**src/rtl/xbt_pkg.sv**
```systemverilog
// ----------------------------------------------------------------------------
// xbt_pkg
// Shared types and character codes for the XML byte tokenizer.
// ----------------------------------------------------------------------------
package xbt_pkg;

    localparam int CNT_OUT_W = 24;
    localparam logic [CNT_OUT_W-1:0] CNT_OUT_MAX = '1;

    localparam int QDEPTH = 4;
    localparam int QPTR_W = $clog2(QDEPTH);
    localparam int QCNT_W = $clog2(QDEPTH + 1);

    localparam logic [7:0] CH_LT     = 8'h3C;  // <
    localparam logic [7:0] CH_GT     = 8'h3E;  // >
    localparam logic [7:0] CH_QMARK  = 8'h3F;  // ?
    localparam logic [7:0] CH_EQ     = 8'h3D;  // =
    localparam logic [7:0] CH_BANG   = 8'h21;  // !
    localparam logic [7:0] CH_SLASH  = 8'h2F;  // /
    localparam logic [7:0] CH_DQUOTE = 8'h22;  // "
    localparam logic [7:0] CH_SQUOTE = 8'h27;  // '
    localparam logic [7:0] CH_SPACE  = 8'h20;
    localparam logic [7:0] CH_TAB    = 8'h09;
    localparam logic [7:0] CH_LF     = 8'h0A;
    localparam logic [7:0] CH_CR     = 8'h0D;

    localparam logic KIND_DATA = 1'b0;
    localparam logic KIND_EOS  = 1'b1;

    // One classified item: an optional close-only result, then an optional
    // character result.
    typedef struct packed {
        logic                 has_close;
        logic                 has_char;
        logic [7:0]           ch;
        logic                 char_end;
        logic [CNT_OUT_W-1:0] line_no;
        logic [CNT_OUT_W-1:0] column_no;
    } t_entry;

endpackage

```
**src/rtl/xbt_front.sv**
```systemverilog
// ----------------------------------------------------------------------------
// xbt_front
// Accepts bytes, tracks token/quote state and position counters, and turns
// each transaction into at most one queue entry of up to two results.
// ----------------------------------------------------------------------------
module xbt_front
    import xbt_pkg::*;
#(
    parameter int COUNTER_BITS = 24
) (
    input  logic       i_clk,
    input  logic       i_rst_n,
    input  logic       i_accept,
    input  logic       i_kind,
    input  logic [7:0] i_byte_in,
    input  logic       i_char_data_mode,
    output logic       o_push,
    output t_entry     o_entry
);

    localparam int EXT_W = (COUNTER_BITS > CNT_OUT_W) ? COUNTER_BITS : CNT_OUT_W;

    logic                    r_token_open, n_token_open;
    logic                    r_in_quote, n_in_quote;
    logic                    r_quote_dbl, n_quote_dbl;
    logic [COUNTER_BITS-1:0] r_line, n_line;
    logic [COUNTER_BITS-1:0] r_col, n_col;

    logic       is_lit;
    logic       is_quote;
    logic [7:0] quote_ch;
    t_entry     ent;

    function automatic logic [COUNTER_BITS-1:0] sat_inc(input logic [COUNTER_BITS-1:0] v);
        logic [COUNTER_BITS-1:0] r;
        r = (v == {COUNTER_BITS{1'b1}}) ? v : v + 1'b1;
        return r;
    endfunction

    function automatic logic [CNT_OUT_W-1:0] clip(input logic [COUNTER_BITS-1:0] v);
        logic [EXT_W-1:0]     ext;
        logic [CNT_OUT_W-1:0] r;
        ext = EXT_W'(v);
        r   = (ext > EXT_W'(CNT_OUT_MAX)) ? CNT_OUT_MAX : ext[CNT_OUT_W-1:0];
        return r;
    endfunction

    always_comb begin
        is_lit = (i_byte_in == CH_LT) || (i_byte_in == CH_GT) ||
                 (!i_char_data_mode &&
                  ((i_byte_in == CH_QMARK) || (i_byte_in == CH_EQ) ||
                   (i_byte_in == CH_BANG) || (i_byte_in == CH_SLASH)));
        is_quote = (i_byte_in == CH_DQUOTE) || (i_byte_in == CH_SQUOTE);
        quote_ch = r_quote_dbl ? CH_DQUOTE : CH_SQUOTE;
    end

    always_comb begin
        n_token_open = r_token_open;
        n_in_quote   = r_in_quote;
        n_quote_dbl  = r_quote_dbl;
        n_line       = r_line;
        n_col        = r_col;
        ent          = '0;

        if (i_kind == KIND_EOS) begin
            ent.has_close = r_token_open || r_in_quote;
            n_token_open  = 1'b0;
            n_in_quote    = 1'b0;
        end else begin
            n_col = sat_inc(r_col);
            if (r_in_quote) begin
                ent.has_char = 1'b1;
                ent.ch       = i_byte_in;
                ent.char_end = (i_byte_in == quote_ch);
                if (i_byte_in == quote_ch) begin
                    n_in_quote   = 1'b0;
                    n_token_open = 1'b0;
                end
            end else if (is_lit) begin
                ent.has_close = r_token_open;
                ent.has_char  = 1'b1;
                ent.ch        = i_byte_in;
                ent.char_end  = 1'b1;
                n_token_open  = 1'b0;
            end else if (i_char_data_mode) begin
                ent.has_char = 1'b1;
                ent.ch       = i_byte_in;
                n_token_open = 1'b1;
            end else if (is_quote) begin
                // a quote mid-token closes the token and opens a quoted one
                ent.has_close = r_token_open;
                ent.has_char  = 1'b1;
                ent.ch        = i_byte_in;
                n_token_open  = 1'b1;
                n_in_quote    = 1'b1;
                n_quote_dbl   = (i_byte_in == CH_DQUOTE);
            end else if ((i_byte_in == CH_SPACE) || (i_byte_in == CH_TAB)) begin
                ent.has_close = r_token_open;
                n_token_open  = 1'b0;
            end else if (i_byte_in == CH_LF) begin
                n_line = sat_inc(r_line);
                n_col  = COUNTER_BITS'(1);
            end else if (i_byte_in != CH_CR) begin
                ent.has_char = 1'b1;
                ent.ch       = i_byte_in;
                n_token_open = 1'b1;
            end
        end
        ent.line_no   = clip(n_line);
        ent.column_no = clip(n_col);
    end

    always_ff @(posedge i_clk) begin
        if (!i_rst_n) begin
            r_token_open <= 1'b0;
            r_in_quote   <= 1'b0;
            r_quote_dbl  <= 1'b0;
            r_line       <= '0;
            r_col        <= '0;
        end else if (i_accept) begin
            r_token_open <= n_token_open;
            r_in_quote   <= n_in_quote;
            r_quote_dbl  <= n_quote_dbl;
            r_line       <= n_line;
            r_col        <= n_col;
        end
    end

    assign o_push  = i_accept && (ent.has_close || ent.has_char);
    assign o_entry = ent;

    a_quote_in_token: assert property (@(posedge i_clk) disable iff (!i_rst_n)
        r_in_quote |-> r_token_open)
        else $error("quoted state without an open token");

    a_eos_clears: assert property (@(posedge i_clk) disable iff (!i_rst_n)
        (i_accept && i_kind == KIND_EOS) |=> (!r_token_open && !r_in_quote))
        else $error("end of stream left a token open");

    a_eos_holds_pos: assert property (@(posedge i_clk) disable iff (!i_rst_n)
        (i_accept && i_kind == KIND_EOS) |=> ($stable(r_line) && $stable(r_col)))
        else $error("end of stream moved the position counters");

endmodule

```
**src/rtl/xbt_queue.sv**
```systemverilog
// ----------------------------------------------------------------------------
// xbt_queue
// Short entry queue between the classifier and the output sequencer.
// ----------------------------------------------------------------------------
module xbt_queue
    import xbt_pkg::*;
(
    input  logic   i_clk,
    input  logic   i_rst_n,
    input  logic   i_push,
    input  t_entry i_entry,
    input  logic   i_pop,
    output logic   o_full,
    output logic   o_head_valid,
    output t_entry o_head
);

    t_entry              r_slot [QDEPTH];
    logic [QPTR_W-1:0]   r_wr_ptr;
    logic [QPTR_W-1:0]   r_rd_ptr;
    logic [QCNT_W-1:0]   r_count;

    always_ff @(posedge i_clk) begin
        if (i_push) begin
            r_slot[r_wr_ptr] <= i_entry;
        end
    end

    always_ff @(posedge i_clk) begin
        if (!i_rst_n) begin
            r_wr_ptr <= '0;
            r_rd_ptr <= '0;
            r_count  <= '0;
        end else begin
            if (i_push) begin
                r_wr_ptr <= r_wr_ptr + 1'b1;
            end
            if (i_pop) begin
                r_rd_ptr <= r_rd_ptr + 1'b1;
            end
            case ({i_push, i_pop})
                2'b10:   r_count <= r_count + 1'b1;
                2'b01:   r_count <= r_count - 1'b1;
                default: r_count <= r_count;
            endcase
        end
    end

    assign o_full       = (r_count == QCNT_W'(QDEPTH));
    assign o_head_valid = (r_count != '0);
    assign o_head       = r_slot[r_rd_ptr];

    a_no_overflow: assert property (@(posedge i_clk) disable iff (!i_rst_n)
        o_full |-> !i_push)
        else $error("push into a full queue");

    a_no_underflow: assert property (@(posedge i_clk) disable iff (!i_rst_n)
        !o_head_valid |-> !i_pop)
        else $error("pop from an empty queue");

    a_count_range: assert property (@(posedge i_clk) disable iff (!i_rst_n)
        r_count <= QCNT_W'(QDEPTH))
        else $error("queue count out of range");

endmodule

```
**src/rtl/xbt_back.sv**
```systemverilog
// ----------------------------------------------------------------------------
// xbt_back
// Output sequencer: splits each queue entry into its results and holds them
// in the output register until taken.
// ----------------------------------------------------------------------------
module xbt_back
    import xbt_pkg::*;
(
    input  logic                 i_clk,
    input  logic                 i_rst_n,
    input  logic                 i_head_valid,
    input  t_entry               i_head,
    output logic                 o_pop,
    input  logic                 i_stall,
    output logic                 o_valid,
    output logic [7:0]           o_out_char,
    output logic                 o_char_valid,
    output logic                 o_token_end,
    output logic [CNT_OUT_W-1:0] o_line_no,
    output logic [CNT_OUT_W-1:0] o_column_no
);

    logic r_valid;
    logic r_phase;        // close result of the head entry already sent
    logic load;
    logic send_close;

    assign load       = !r_valid || !i_stall;
    assign send_close = i_head.has_close && !r_phase;
    assign o_pop      = load && i_head_valid && !(send_close && i_head.has_char);

    always_ff @(posedge i_clk) begin
        if (!i_rst_n) begin
            r_valid <= 1'b0;
            r_phase <= 1'b0;
        end else if (load) begin
            r_valid <= i_head_valid;
            if (i_head_valid) begin
                r_phase <= send_close && i_head.has_char;
            end
        end
    end

    always_ff @(posedge i_clk) begin
        if (load && i_head_valid) begin
            o_line_no   <= i_head.line_no;
            o_column_no <= i_head.column_no;
            if (send_close) begin
                o_out_char   <= 8'h00;
                o_char_valid <= 1'b0;
                o_token_end  <= 1'b1;
            end else begin
                o_out_char   <= i_head.ch;
                o_char_valid <= 1'b1;
                o_token_end  <= i_head.char_end;
            end
        end
    end

    assign o_valid = r_valid;

    a_phase_shows_close: assert property (@(posedge i_clk) disable iff (!i_rst_n)
        r_phase |-> (r_valid && !o_char_valid && o_token_end))
        else $error("split entry without its close result on the output");

    a_phase_head_kept: assert property (@(posedge i_clk) disable iff (!i_rst_n)
        r_phase |-> (i_head_valid && i_head.has_char))
        else $error("split entry lost from the queue head");

    a_split_no_pop: assert property (@(posedge i_clk) disable iff (!i_rst_n)
        (load && i_head_valid && send_close && i_head.has_char) |-> !o_pop)
        else $error("entry popped before its character result");

endmodule

```
**src/rtl/xml_byte_tokenizer.sv**
```systemverilog
// ----------------------------------------------------------------------------
// xml_byte_tokenizer
// Streaming XML lexical tokenizer: one byte in, token characters out.
// ----------------------------------------------------------------------------
// Input channel: i_valid / o_stall with i_kind (0 data byte, 1 end of stream),
// i_byte_in and i_char_data_mode. A transaction is taken when i_valid is high
// and o_stall is low. Output channel: o_valid / i_stall with o_out_char,
// o_char_valid, o_token_end, o_line_no and o_column_no; each transaction is one
// token character or a close-only mark (o_char_valid low, o_token_end high).
// Each input byte is classified in the cycle it is taken and yields zero, one
// or two results; the classified entry goes through a four-entry queue to the
// output register. Input rate is one byte per cycle while o_stall is low;
// output rate is one result per cycle while i_stall is low, so a byte that
// yields two results makes two output transactions and the queue absorbs the
// difference. o_stall rises only when the queue is full, which happens when
// i_stall is held or when two-result bytes keep arriving back to back; a full
// queue holds o_stall for that cycle even if it drains an entry. Results held
// under i_stall stay in the output register. Synchronous reset clears token
// state, the position counters and the queue; no clearing pass is needed.
// ----------------------------------------------------------------------------
module xml_byte_tokenizer
    import xbt_pkg::*;
#(
    parameter int COUNTER_BITS = 24
) (
    input  logic                 i_clk,
    input  logic                 i_rst_n,
    input  logic                 i_valid,
    output logic                 o_stall,
    input  logic                 i_kind,
    input  logic [7:0]           i_byte_in,
    input  logic                 i_char_data_mode,
    output logic                 o_valid,
    input  logic                 i_stall,
    output logic [7:0]           o_out_char,
    output logic                 o_char_valid,
    output logic                 o_token_end,
    output logic [CNT_OUT_W-1:0] o_line_no,
    output logic [CNT_OUT_W-1:0] o_column_no
);

    logic   accept;
    logic   push;
    logic   pop;
    logic   full;
    logic   head_valid;
    t_entry entry;
    t_entry head;

    assign o_stall = full;
    assign accept  = i_valid && !full;

    xbt_front #(
        .COUNTER_BITS(COUNTER_BITS)
    ) u_front (
        .i_clk            (i_clk),
        .i_rst_n          (i_rst_n),
        .i_accept         (accept),
        .i_kind           (i_kind),
        .i_byte_in        (i_byte_in),
        .i_char_data_mode (i_char_data_mode),
        .o_push           (push),
        .o_entry          (entry)
    );

    xbt_queue u_queue (
        .i_clk        (i_clk),
        .i_rst_n      (i_rst_n),
        .i_push       (push),
        .i_entry      (entry),
        .i_pop        (pop),
        .o_full       (full),
        .o_head_valid (head_valid),
        .o_head       (head)
    );

    xbt_back u_back (
        .i_clk        (i_clk),
        .i_rst_n      (i_rst_n),
        .i_head_valid (head_valid),
        .i_head       (head),
        .o_pop        (pop),
        .i_stall      (i_stall),
        .o_valid      (o_valid),
        .o_out_char   (o_out_char),
        .o_char_valid (o_char_valid),
        .o_token_end  (o_token_end),
        .o_line_no    (o_line_no),
        .o_column_no  (o_column_no)
    );

endmodule

```
**config.mk**
```make
export PLATFORM = sky130hd
export DESIGN_NAME = xml_byte_tokenizer
export DESIGN_NICKNAME = d
export VERILOG_FILES = /design/src/rtl/xbt_pkg.sv /design/src/rtl/xbt_front.sv /design/src/rtl/xbt_queue.sv /design/src/rtl/xbt_back.sv /design/src/rtl/xml_byte_tokenizer.sv
export SDC_FILE = /design/constraint.sdc
export NUM_CORES = 1
export LEC_CHECK = 0
export BUFFER_PORTS_ARGS = -buffer_cell sky130_fd_sc_hd__buf_2
export CAP_MARGIN = 40
export CORE_UTILIZATION = 53
export DETAILED_ROUTE_END_ITERATION = 8
export PLACE_DENSITY_LB_ADDON = 0.3
export SYNTH_ARGS = -nofsm -noshare
export SYNTH_HDL_FRONTEND = slang
export SYNTH_SLANG_ARGS = --single-unit
```
**constraint.sdc**
```tcl
create_clock -name i_clk -period 4.9 [get_ports i_clk]
set_input_delay 0.49 -clock i_clk [delete_from_list [all_inputs] [get_ports i_clk]]
set_output_delay 0.49 -clock i_clk [all_outputs]
set_load 0.02 [all_outputs]
```
==> summary.md <==
| Metric | Value |
|---|---|
| Status | finished, final reports clean |
| Total GRT Usage | 21.78% |
| RSZ-0062 raised after global routing | false |
| Io pins | 74 |
| Routed WL per cell | 20.41 microns |
| Worst hold path type | in -> reg |
| Setup Total Neg Slack | 0 ns |
| Total CTS buffers | 37 |
| Tot Pwr | 8.058 mW |
| Vias in the first global route | 8635 |
| Die H | 168.5 microns |
| Synth Flop Type | edfxtp_1 |
| Setup Skew | 0.01088 ns |
| CTS Buffer Depth | 3 |
| CP max FO | 28 |
| Buffers on Ports | 73 |
| Delay-heaviest family, CP | flip-flops |
| Die Area | 28400 sq um |
| Most frequent cells in the layout | edfxtp_1, a21oi_1, buf_2, nor2_1, dfxtp_1 |
| Worst-path cell chain | mux4_2, nor2b_1, a21boi_1, ha_1, inv_1, fa_1, xor2_1, or3_1, a21oi_1 |
| Initial Util | 54.23% |
| Buffers plus inverters on the worst setup path | 1 |
| Min Tclk post-route | 3.290 ns |
| Clk_lat worst skew | 0.51 ns |
| Post-Syn Area | 14700 sq um |
| Routability congestion estimate | 0.8951 |
| Peak supply drop | 0.3121 mV |
| Mean Syn Cell Area | 14.91 sq um |
| Largest net degree at the start of global routing | 60 |
| Fmax | 303.9 MHz |
| DP HPWL | 18750 microns |
| Setup bufs post-CTS | 0 |
| Final worst slack | 1.610 ns |
| Final Setup Violations | 0 |
| Post-synth EDFFs | 294 |
| Worst R2R Setup Slack | 1.61 ns |
| Via density | 5.958 |
| Final Slew Violations | 0 |
| Max incr delay on CP | 0.70 ns |
| Setup crit start kind | flip-flop |
| Initial antenna violation count | 1 |
| Max_cap viols | 0 |
| Worst Tran Pin Value | 0.8929 ns |
| Hold_buf cts | 0 |
| Worst slack at placement | 1.346 ns |
| Sequential fraction of the synthesis area | 68.51% |
| Max-Slew Margin vs Limit | 40.47% |
| # H-tree levels | 2 |
| Die width | 168.5 microns |
| N_diodes | 0 |
| CP Capture Type | flip-flop |
| 1st-iter DRT viols | 791 |
| Post-CTS Resized | 0 |
| Synth unique cells | 69 |
| DRC | 0 |
| Routed WL | 29840 microns |
| Core Area | 27100 sq um |
| Vias | 8710 |
| Antenna-violating nets left | 0 |
| Clock slew at reported path FFs | 0.06 ns |
| Clock tree sinks | 356 |
| Leading cell type in the layout, fill and taps excluded | edfxtp_1 |
| Net Count, Synth | 1008 |
| Pwr Density | 479.9 nW/um^2 |
| Clock root cell | clkbuf_16 |
| Worst EP required | 5.34 ns |
| Slowest cell on crit path | dfxtp_4 |
| GR Overflow Total | 0 |
| Drt pass-1 iters | 5 |
| CTS tree | built |
| Row cnt | 60 |
| Ratio of cells with drive above 1 in the final layout | 21.65% |
| Setup Crit Path Kind | reg -> reg |
| Fin crit share | 67.15% |
| First-pass GRT wire length | 47560 microns |
| Synth-to-Final Area Change | 14.24% |
| Static Leak | 5.583 nW |
| Yosys warns | 0 |
| Synth Instances | 986 |
| Fin nets | 1083 |
| Crit path DAT | 3.73 ns |
| Final hold vios | 0 |
| Share of flip-flops with an asynchronous set or reset | 0% |
| Yosys reg bits | 356 |
==> worst register-to-register path, stage by stage, from the launching register on <==
cell and delay, ns:
dfxtp_4 0.70, mux4_2 0.57, nor2b_1 0.29, a21boi_1 0.38, ha_1 0.26, inv_1 0.06, fa_1 0.37, xor2_1 0.16
or3_1 0.30, a21oi_1 0.14
==> area by class of cell <==
cell class / instances / area [sq um]
clock buffer: 48 / 1010
clock inverter: 20 / 196.4
fill: 1947 / 10310
inverter: 20 / 75.07
multi-input combinational: 553 / 4339
sequential: 356 / 10070
tap: 372 / 465.4
timing repair buffer: 93 / 630.6
==> cell usage after synthesis, types with 13 or more instances <==
master      n  area, sq um
inv_1      19        71.32
mux4_2     59         1329
nor2_1     75        281.5
edfxtp_1  294         8828
nor3_1     25        125.1
a21oi_1    85        425.4
dfxtp_1    62         1241
buf_2      23        115.1
nand2_1    54        202.7
o22a_1     18        157.7
and2_1     14        87.58
nand3_1    26        130.1
o21ai_0    19        95.09
and3_1     20        125.1
clkbuf_1   23        86.33
a31oi_1    22        137.6
nand4_1    13        81.33
==> per-layer routing <==
layer	up-vias	global-route usage (%)	share of wire, %
met3	38	3.554	5.5
met1	4345	29.73	43
met2	288	36.01	49
met5	-	0	0.027
li1	4037	-	-
met4	2	7.075	2.0
==> power by group <==
part           switching, mW  internal (mW)
clock                   1.09           1.67
sequential             0.153           3.75
combinational          0.873          0.526
total                   2.12           5.94
==> through the flow <==
stage	std cells	utilization [%]	hold WS [ns]	cell area, sq um
after detailed placement	1394	57.51	0.4523	15580
after global placement	1390	57.29	0.4556	15530
final	1462	61.96	0.3099	16790
after CTS	1462	61.96	0.2851	16790
after global routing	1462	61.96	0.3017	16790
after floorplan	986	-	0.4338	14700
==> path summary, 6_finish.rpt <==
check,cells after the start,start,to
worst max-delay path,9,flip-flop,u_queue.r_count[2]
worst min-delay path,3,i_stall,u_back.o_valid
worst max register to register,9,flip-flop,u_queue.r_count[2]
worst min register to register,2,u_front.r_token_open,u_front.r_token_open
==> logic make-up (layout without fill, tap and decap cells) <==
group | count (synthesis) | count (layout) | share of synthesized area (%)
buffers and inverters | 77 | 181 | 2.247
xor gates and xnor gates | 6 | 6 | 0.3576
and+or+nand+nor | 273 | 273 | 9.679
adders and majority gates | 8 | 8 | 0.7321
AOI/OAI and AO/OA | 198 | 198 | 8.802
DFF | 356 | 356 | 68.51
muxes | 68 | 68 | 9.671
==> flip-flops by register name, summed over array words and instances (netlist names), named ones only <==
register,flops
u_queue.r_slot,236
u_back.o_column_no,24
u_back.o_line_no,24
u_front.r_col,24
u_front.r_line,24
u_back.o_out_char,8
u_queue.r_count,3
u_queue.r_rd_ptr,2
u_queue.r_wr_ptr,2
u_back.o_char_valid,1
u_back.o_token_end,1
u_back.o_valid,1
u_back.r_phase,1
u_front.r_in_quote,1
u_front.r_quote_dbl,1
u_front.r_token_open,1
No activity file was read; power rests on OpenSTA's default activity.
